--- config.mk ---
export PLATFORM = sky130hd
export DESIGN_NAME = link_frame_stuffing_codec_top
export DESIGN_NICKNAME = d
export VERILOG_FILES = /design/src/rtl/core/lfsc_pkg.sv /design/src/rtl/core/lfsc_front.sv /design/src/rtl/core/lfsc_cmdq.sv /design/src/rtl/core/lfsc_back.sv /design/src/rtl/core/link_frame_stuffing_codec_top.sv
export SDC_FILE = /design/constraint.sdc
export NUM_CORES = 1
export LEC_CHECK = 0
export ABC_CLOCK_PERIOD_IN_PS = 3600
export BUFFER_PORTS_ARGS = -buffer_cell sky130_fd_sc_hd__buf_4
export CAP_MARGIN = 20
export CORE_ASPECT_RATIO = 0.75
export CORE_MARGIN = 2
export CORE_UTILIZATION = 55
export CTS_CLUSTER_DIAMETER = 30
export CTS_CLUSTER_SIZE = 16
export DETAILED_ROUTE_END_ITERATION = 8
export PLACE_DENSITY = 0.76
export SYNTH_ARGS = -nofsm -noshare
export SYNTH_HDL_FRONTEND = slang
export SYNTH_SLANG_ARGS = --single-unit
--- constraint.sdc ---
create_clock -name clk -period 3.6 [get_ports clk]
set_input_delay 0.54 -clock clk [delete_from_list [all_inputs] [get_ports clk]]
set_output_delay 0.54 -clock clk [all_outputs]
set_load 0.05 [all_outputs]
--- src/rtl/core/lfsc_pkg.sv ---
// Shared types and constants for the link frame stuffing codec.
// Holds the input/result word structs, the internal command word and the line codes.
// No dependencies.
package lfsc_pkg;

	localparam logic [7:0] LINE_FLAG   = 8'h7E;
	localparam logic [7:0] LINE_ESC    = 8'h7D;
	localparam logic [7:0] ESC_OF_FLAG = 8'h5E;
	localparam logic [7:0] ESC_OF_ESC  = 8'h5D;
	localparam logic [7:0] ADDR_RESET  = 8'h03;

	localparam int CFG_IDX_W = 4;
	localparam logic [CFG_IDX_W-1:0] CFG_DECODE_MODE = 4'd0;
	localparam logic [CFG_IDX_W-1:0] CFG_ADDRESS     = 4'd1;

	// Command queue between the front and back parts.
	localparam int CQ_DEPTH = 4;
	localparam int CQ_PTR_W = $clog2(CQ_DEPTH);
	localparam int CQ_CNT_W = $clog2(CQ_DEPTH + 1);

	// Result byte positions of one encoded item, in emission order.
	localparam int NUM_SLOTS = 9;
	typedef enum logic [3:0] {
		SLOT_OPEN_FLAG  = 4'd0,
		SLOT_ADDR       = 4'd1,
		SLOT_CTRL       = 4'd2,
		SLOT_HDR_CHECK  = 4'd3,
		SLOT_DATA_FIRST = 4'd4,
		SLOT_DATA_ESC   = 4'd5,
		SLOT_CHK_FIRST  = 4'd6,
		SLOT_CHK_ESC    = 4'd7,
		SLOT_CLOSE_FLAG = 4'd8
	} lfsc_slot_t;

	typedef struct packed {
		logic [7:0] data_byte;
		logic       last_byte;
		logic [7:0] control_byte;
	} lfsc_in_t;

	typedef struct packed {
		logic [7:0] out_byte;
		logic       run_last;
		logic       frame_end;
		logic       escape_error;
	} lfsc_out_t;

	// One classified item. In decode mode data holds the recovered byte.
	typedef struct packed {
		logic       enc;
		logic       hdr;
		logic       last;
		logic       err;
		logic [7:0] addr;
		logic [7:0] ctl;
		logic [7:0] data;
		logic [7:0] chk;
	} lfsc_cmd_t;

	typedef struct packed {
		logic push;
		logic pop;
		logic full;
		logic empty;
	} lfsc_cq_stat_t;

	function automatic logic needs_stuff(input logic [7:0] b);
		needs_stuff = (b == LINE_FLAG) || (b == LINE_ESC);
	endfunction

	function automatic logic [7:0] esc_code(input logic [7:0] b);
		esc_code = (b == LINE_FLAG) ? ESC_OF_FLAG : ESC_OF_ESC;
	endfunction

endpackage

--- src/rtl/core/lfsc_front.sv ---
// Front part: configuration registers, per-frame state and item classification.
// Depends on lfsc_pkg.
module lfsc_front
	import lfsc_pkg::*;
(
	input  logic                 clk,
	input  logic                 arst_n,
	input  logic                 cfg_valid,
	input  logic [CFG_IDX_W-1:0] cfg_index,
	input  logic [7:0]           cfg_data,
	input  logic                 accept,
	input  lfsc_in_t             in_data,
	output logic                 cmd_valid,
	output lfsc_cmd_t            cmd
);

	logic       decode_mode_q;
	logic [7:0] address_q;
	logic [7:0] check_q;
	logic       esc_pend_q;
	logic       at_start_q;

	logic [7:0] chk_new;
	logic       esc_pend_d;

	always_comb begin
		chk_new    = (at_start_q ? 8'h00 : check_q) ^ in_data.data_byte;
		esc_pend_d = esc_pend_q;
		cmd_valid  = 1'b1;
		cmd.enc    = !decode_mode_q;
		cmd.hdr    = at_start_q;
		cmd.last   = in_data.last_byte;
		cmd.err    = 1'b0;
		cmd.addr   = address_q;
		cmd.ctl    = in_data.control_byte;
		cmd.data   = in_data.data_byte;
		cmd.chk    = chk_new;
		if (decode_mode_q) begin
			if (esc_pend_q) begin
				esc_pend_d = 1'b0;
				if (in_data.data_byte == ESC_OF_ESC) begin
					cmd.data = LINE_ESC;
				end else if (in_data.data_byte == ESC_OF_FLAG) begin
					cmd.data = LINE_FLAG;
				end else begin
					cmd.data = 8'h00;
					cmd.err  = 1'b1;
				end
			end else if (in_data.data_byte == LINE_ESC) begin
				if (in_data.last_byte) begin
					// An escape that ends the frame has no partner.
					cmd.data = 8'h00;
					cmd.err  = 1'b1;
				end else begin
					esc_pend_d = 1'b1;
					cmd_valid  = 1'b0;
				end
			end
		end
	end

	always_ff @(posedge clk or negedge arst_n) begin
		if (!arst_n) begin
			decode_mode_q <= 1'b0;
			address_q     <= ADDR_RESET;
			check_q       <= 8'h00;
			esc_pend_q    <= 1'b0;
			at_start_q    <= 1'b1;
		end else begin
			if (cfg_valid) begin
				case (cfg_index)
					CFG_DECODE_MODE: decode_mode_q <= cfg_data[0];
					CFG_ADDRESS:     address_q     <= cfg_data;
					default:         ;
				endcase
			end
			if (accept) begin
				// Each mode keeps its own partial frame state.
				if (decode_mode_q) begin
					esc_pend_q <= esc_pend_d;
				end else begin
					check_q    <= chk_new;
					at_start_q <= in_data.last_byte;
				end
			end
		end
	end

endmodule

--- src/rtl/core/lfsc_cmdq.sv ---
// Short command queue that decouples the front and back parts.
// Depends on lfsc_pkg.
module lfsc_cmdq
	import lfsc_pkg::*;
(
	input  logic          clk,
	input  logic          arst_n,
	input  logic          wr_en,
	input  lfsc_cmd_t     wr_cmd,
	input  logic          rd_en,
	output lfsc_cmd_t     rd_cmd,
	output logic          full,
	output logic          empty
);

	lfsc_cmd_t            mem_q [CQ_DEPTH];
	logic [CQ_PTR_W-1:0]  wr_ptr_q;
	logic [CQ_PTR_W-1:0]  rd_ptr_q;
	logic [CQ_CNT_W-1:0]  count_q;

	assign full   = (count_q == CQ_CNT_W'(CQ_DEPTH));
	assign empty  = (count_q == '0);
	assign rd_cmd = mem_q[rd_ptr_q];

	always_ff @(posedge clk) begin
		if (wr_en) begin
			mem_q[wr_ptr_q] <= wr_cmd;
		end
	end

	always_ff @(posedge clk or negedge arst_n) begin
		if (!arst_n) begin
			wr_ptr_q <= '0;
			rd_ptr_q <= '0;
			count_q  <= '0;
		end else begin
			if (wr_en) begin
				wr_ptr_q <= wr_ptr_q + 1'b1;
			end
			if (rd_en) begin
				rd_ptr_q <= rd_ptr_q + 1'b1;
			end
			case ({wr_en, rd_en})
				2'b10:   count_q <= count_q + 1'b1;
				2'b01:   count_q <= count_q - 1'b1;
				default: ;
			endcase
		end
	end

endmodule

--- src/rtl/core/lfsc_back.sv ---
// Back part: expands the command at the queue head into line bytes, one per cycle while
// the output register is free or popped, and holds the oldest result in that register. Depends on lfsc_pkg.
module lfsc_back
	import lfsc_pkg::*;
(
	input  logic      clk,
	input  logic      arst_n,
	input  logic      cmd_avail,
	input  lfsc_cmd_t cmd,
	output logic      cmd_done,
	input  logic      pop,
	output logic      empty,
	output lfsc_out_t out_data
);

	logic [NUM_SLOTS-1:0] done_q;
	logic                 out_valid_q;
	lfsc_out_t            out_q;

	logic [NUM_SLOTS-1:0] full_mask;
	logic [NUM_SLOTS-1:0] rem;
	logic [NUM_SLOTS-1:0] sel_bit;
	lfsc_slot_t           sel;
	logic                 advance;
	logic                 final_slot;
	lfsc_out_t            res;

	always_comb begin
		if (cmd.enc) begin
			full_mask = {cmd.last, cmd.last && needs_stuff(cmd.chk), cmd.last,
				needs_stuff(cmd.data), 1'b1, {4{cmd.hdr}}};
		end else begin
			full_mask = '0;
			full_mask[SLOT_DATA_FIRST] = 1'b1;
		end
		rem = full_mask & ~done_q;

		// Lowest pending slot goes out first.
		sel     = SLOT_OPEN_FLAG;
		sel_bit = '0;
		for (int i = NUM_SLOTS - 1; i >= 0; i--) begin
			if (rem[i]) begin
				sel     = lfsc_slot_t'(i[3:0]);
				sel_bit = '0;
				sel_bit[i] = 1'b1;
			end
		end
		final_slot = ((rem & ~sel_bit) == '0);

		case (sel)
			SLOT_OPEN_FLAG:  res.out_byte = LINE_FLAG;
			SLOT_ADDR:       res.out_byte = cmd.addr;
			SLOT_CTRL:       res.out_byte = cmd.ctl;
			SLOT_HDR_CHECK:  res.out_byte = cmd.addr ^ cmd.ctl;
			SLOT_DATA_FIRST: res.out_byte = (cmd.enc && needs_stuff(cmd.data)) ?
				LINE_ESC : cmd.data;
			SLOT_DATA_ESC:   res.out_byte = esc_code(cmd.data);
			SLOT_CHK_FIRST:  res.out_byte = needs_stuff(cmd.chk) ? LINE_ESC : cmd.chk;
			SLOT_CHK_ESC:    res.out_byte = esc_code(cmd.chk);
			SLOT_CLOSE_FLAG: res.out_byte = LINE_FLAG;
			default:         res.out_byte = LINE_FLAG;
		endcase
		res.run_last     = final_slot;
		res.frame_end    = (sel == SLOT_CLOSE_FLAG) || (!cmd.enc && cmd.last);
		res.escape_error = !cmd.enc && cmd.err;

		advance  = cmd_avail && (!out_valid_q || pop);
		cmd_done = advance && final_slot;
	end

	always_ff @(posedge clk) begin
		if (advance) begin
			out_q <= res;
		end
	end

	always_ff @(posedge clk or negedge arst_n) begin
		if (!arst_n) begin
			done_q      <= '0;
			out_valid_q <= 1'b0;
		end else begin
			if (advance) begin
				out_valid_q <= 1'b1;
				done_q      <= final_slot ? '0 : (done_q | sel_bit);
			end else if (pop) begin
				out_valid_q <= 1'b0;
			end
		end
	end

	assign empty    = !out_valid_q;
	assign out_data = out_q;

endmodule

--- src/rtl/core/link_frame_stuffing_codec_top.sv ---
// Link frame stuffing codec: HDLC-style framer/deframer with byte stuffing.
// The command of an accepted word goes through the command queue, and each of its results
// is registered in the output register. One word per cycle is accepted while each word gives
// one result and the output is popped; a word that expands to up to 9 line bytes holds the
// back end while they go out, and a 4-entry command queue absorbs the input meanwhile. Reset
// (arst_n low) clears queue, output and frame state, selects encode mode and sets the address byte to 0x03.
module link_frame_stuffing_codec_top
	import lfsc_pkg::*;
(
	input  logic                 clk,
	input  logic                 arst_n,
	input  logic                 push,
	output logic                 full,
	input  lfsc_in_t             in_data,
	output logic                 empty,
	input  logic                 pop,
	output lfsc_out_t            out_data,
	input  logic                 cfg_valid,
	output logic                 cfg_ready,
	input  logic [CFG_IDX_W-1:0] cfg_index,
	input  logic [7:0]           cfg_data
);

	logic          accept;
	logic          cmd_valid;
	lfsc_cmd_t     cmd_in;
	lfsc_cmd_t     cmd_head;
	lfsc_cq_stat_t cq;

	assign cfg_ready = 1'b1;
	assign accept    = push && !cq.full;
	assign full      = cq.full;
	assign cq.push   = accept && cmd_valid;

	lfsc_front u_front (
		.clk       (clk),
		.arst_n    (arst_n),
		.cfg_valid (cfg_valid),
		.cfg_index (cfg_index),
		.cfg_data  (cfg_data),
		.accept    (accept),
		.in_data   (in_data),
		.cmd_valid (cmd_valid),
		.cmd       (cmd_in)
	);

	lfsc_cmdq u_cmdq (
		.clk    (clk),
		.arst_n (arst_n),
		.wr_en  (cq.push),
		.wr_cmd (cmd_in),
		.rd_en  (cq.pop),
		.rd_cmd (cmd_head),
		.full   (cq.full),
		.empty  (cq.empty)
	);

	lfsc_back u_back (
		.clk       (clk),
		.arst_n    (arst_n),
		.cmd_avail (!cq.empty),
		.cmd       (cmd_head),
		.cmd_done  (cq.pop),
		.pop       (pop),
		.empty     (empty),
		.out_data  (out_data)
	);

	// The back end retires only a command that is really there.
	a_pop_nonempty: assert property (@(posedge clk) disable iff (!arst_n)
		cq.pop |-> !cq.empty)
		else $error("command queue read while empty");

	// An escape error always stands alone as the single result of its word.
	a_err_single: assert property (@(posedge clk) disable iff (!arst_n)
		(!empty && out_data.escape_error) |-> (out_data.run_last && out_data.frame_end ||
			out_data.run_last))
		else $error("escape error result is not the last of its word");

	// A frame-end result that is not the flag byte is always the last result of its word.
	a_close_flag: assert property (@(posedge clk) disable iff (!arst_n)
		(!empty && out_data.frame_end && !out_data.escape_error && out_data.out_byte != LINE_FLAG)
		|-> out_data.run_last)
		else $error("frame end word is not the last result of its word");

endmodule

==> flow_summary_export.csv <==
group,metric,value,unit
timing,finClkSkew,0.00978,ns
place,dp.cells,769,
global_route,grt_max_degree,40,
worst_setup_path,crit_slowest_cell,"dfrtp_4",
worst_setup_path,r2r_cells,9,
place,hpwl,11.8,mm
timing,setup_tns,0,ns
place,place_ws,0.113,ns
detailed_routing,drc,0,
final_layout,final_common_cell,"edfxtp_1",
logic_synthesis,synth_flop_cell,"edfxtp_1",
clocking,htreeDepth,4,
floorplanning,rows,38,
floorplanning,io_pins,48,
final_layout,area_growth,16.0,%
place,io_buffers,46,
min_path,min_path_type,"in -> async",
timing,fin_crit,3.42,ns
timing,final_max_slew_viol_count,0,
logic_synthesis,netlist_area,8330,µm²
clocking,cts_inserted_buffers,17,
pwr,p_leak,0.00345,µW
clocking,root_buffer,"clkbuf_16",
logic_synthesis,synth_warnings,0,
detailed_routing,dr.pass1.iters,5,
status,status,"finished clean",
worst_setup_path,critical_path_class,"reg -> reg",
worst_setup_path,ff2ff_setup_slack,0.18,ns
floorplanning,dieHeight,111,µm
timing,finalCritPeriodShare,0.951,
logic_synthesis,ys_seq_elements,191,
worst_setup_path,timing.rr.start,"u_cmdq.rd_ptr_q[0]$_DFFE_PN0P_",
worst_setup_path,cp_cell_sequence,"buf_12 > mux4_2 > nand4b_4 > buf_4 > o41a_1 > nor4_2 > a211o_2 > a21oi_1 > or4b_1",
place,placed_area,9060,µm²
floorplanning,core_area,14600,µm²
global_route,overflow,0,
detailed_routing,drt-total-wl,17.5,mm
clocking,cts.sinks,191,
final_layout,fin_cells,803,
worst_setup_path,endpoint_kind,"flop",
detailed_routing,post_drt_wl_per_cell,21.8,µm
timing,worstMarginPinSlew,0.790,ns
floorplanning,initial_core_util,0.569,
worst_setup_path,crit_arrival,3.58,ns
global_route,grt_use_total,0.227,
timing,fmax,292,MHz
worst_setup_path,crit_required,3.76,ns
logic_synthesis,netlist_instances,514,
timing,rsz0062_at_grt,"false",
timing,setup_ws,0.178,ns
clocking,path_clk_slew,0.07,ns
pwr,cellPowerDensity,901,nW/µm²
timing,timing.hold.ws,0.0866,ns
floorplanning,design.die.area,16200,µm²
detailed_routing,dr_total_vias,4836,
pwr,irDropWorstVdd,402,µV
final_layout,antenna_cells_inserted,0,
final_layout,nets,630,
final_layout,fill_cells,1047,
worst_setup_path,startpoint_type,"flop",
floorplanning,die_w,146,µm
clocking,postCtsHoldBufs,0,
worst_setup_path,crit_fanout,24,
clocking,clock_path_buffers,2,
detailed_routing,route.antenna.remaining_nets,0,
worst_setup_path,path_buf_inv,2,
global_route,antenna_found_initial,0,
timing,hold_viol,0,
clocking,worstSkewPairLatency,0.43,ns
timing,setup_violations,0,
logic_synthesis,syn-num-nets,554,
logic_synthesis,ys_types,66,
timing,max_slew_margin,0.471,
worst_setup_path,r2r_end,"u_back.out_data[4]$_DFFE_PP_",
final_layout,final_cell_mix,"155 x edfxtp_1, 71 x buf_4, 33 x mux4_2",
clocking,cts_tree,"built",
logic_synthesis,async_flop_share,0.188,
detailed_routing,drtIter0Drc,494,
global_route,first_global_vias,4902,
worst_setup_path,slowest_delay,0.57,ns
logic_synthesis,synth_edf_count,155,
global_route,grt_pass1_wl,27.3,mm
final_layout,drive_above_1_share,0.292,
worst_setup_path,crit_family,"simple AND/OR/NAND/NOR gates",
place,gp_congestion,0.893,
final_layout,final_cell_area,9660,µm²
logic_synthesis,syn_avg_cell_area,16.2,µm²
detailed_routing,viasPerCell,6.02,
logic_synthesis,yosysSeqAreaShare,0.667,
run,cap_viol_max_count,0,
sequential cells by signal (all words and copies together) (netlist names):
signal                 count
u_back.done_q              9
u_back.out_data           11
u_back.out_valid_q         1
u_cmdq.count_q             3
u_cmdq.mem_q             144
u_cmdq.rd_ptr_q            2
u_cmdq.wr_ptr_q            2
u_front.address_q          8
u_front.at_start_q         1
u_front.check_q            8
u_front.decode_mode_q      1
u_front.esc_pend_q         1
cells in the mapped netlist, types with 8 or more instances:
cell | number | share of area
nand2_1 | 19 | 0.0086
dfrtp_1 | 33 | 0.099
clkbuf_1 | 8 | 0.0036
inv_1 | 16 | 0.0072
nor2_1 | 24 | 0.011
and2_1 | 12 | 0.0090
a21oi_1 | 17 | 0.010
edfxtp_1 | 155 | 0.56
mux4_2 | 33 | 0.089
mux2_2 | 22 | 0.030
xnor2_1 | 13 | 0.014
nand2b_1 | 15 | 0.011
o21ai_0 | 19 | 0.011
cell type report:
| type | instances | area, µm² | share of cell area |
|---|---|---|---|
| sequential | 191 | 5560 | 0.576 |
| multi-input combinational | 291 | 2640 | 0.273 |
| timing repair buffer | 73 | 573 | 0.0593 |
| clock buffer | 18 | 439 | 0.0454 |
| tap | 200 | 250 | 0.0259 |
| clock inverter | 14 | 140 | 0.0145 |
| inverter | 16 | 60.1 | 0.00621 |
per-layer routing:
layer,GRT usage,vias to the layer above,routed length (µm)
met4,0.0718,0,283
li1,-,2171,-
met2,0.351,149,8360
met1,0.326,2496,7890
met5,0,-,0
met3,0.0492,20,934
power breakdown:
part	internal, µW	total, µW	switching, µW	leakage [µW]
logic	1440	3460	2020	0.00130
registers	3160	3440	281	0.00187
clock network	939	1810	872	0.000279
what timing repair did:
item,in CTS,in global routing
gates resized for setup,0,2
setup endpoints to repair,0,3
setup buffers,0,2
stage by stage:
stage          utilization  total power (µW)
2_1_floorplan            -              5800
3_3_place_gp         0.619              6810
3_5_place_dp         0.619              6920
4_1_cts              0.658              8730
5_1_grt              0.660              9160
6_report             0.660              8710
worst max-delay path by stage:
| stage | from | slack [ns] | endpoint | depth (start not counted) |
|---|---|---|---|---|
| after floorplan | u_cmdq.rd_ptr_q[0]$_DFFE_PN0P_ | 0.03 | u_cmdq.count_q[2]$_DFFE_PN0P_ | 13 |
| after global placement | u_cmdq.rd_ptr_q[0]$_DFFE_PN0P_ | 0.18 | u_back.out_data[4]$_DFFE_PP_ | 10 |
| after detailed placement | u_cmdq.rd_ptr_q[0]$_DFFE_PN0P_ | 0.11 | u_cmdq.count_q[1]$_DFFE_PN0P_ | 11 |
| after CTS | u_cmdq.rd_ptr_q[0]$_DFFE_PN0P_ | 0.1 | u_cmdq.count_q[2]$_DFFE_PN0P_ | 11 |
| after global routing | u_cmdq.rd_ptr_q[0]$_DFFE_PN0P_ | 0.01 | u_cmdq.count_q[1]$_DFFE_PN0P_ | 11 |
| final | u_cmdq.rd_ptr_q[0]$_DFFE_PN0P_ | 0.18 | u_back.out_data[4]$_DFFE_PP_ | 9 |
logic make-up (layout without fill, tap and decap cells):
family,after synthesis,after routing,synth area share
xor+xnor,19,19,0.0231
other cells,1,1,0.000450
simple gates,125,125,0.0898
compound gates,81,81,0.0670
fa+ha+maj,6,6,0.00991
flops,191,191,0.667
mux,59,59,0.126
buf+inv,32,121,0.0167
Note: power is estimated with default switching activity, not from simulation.
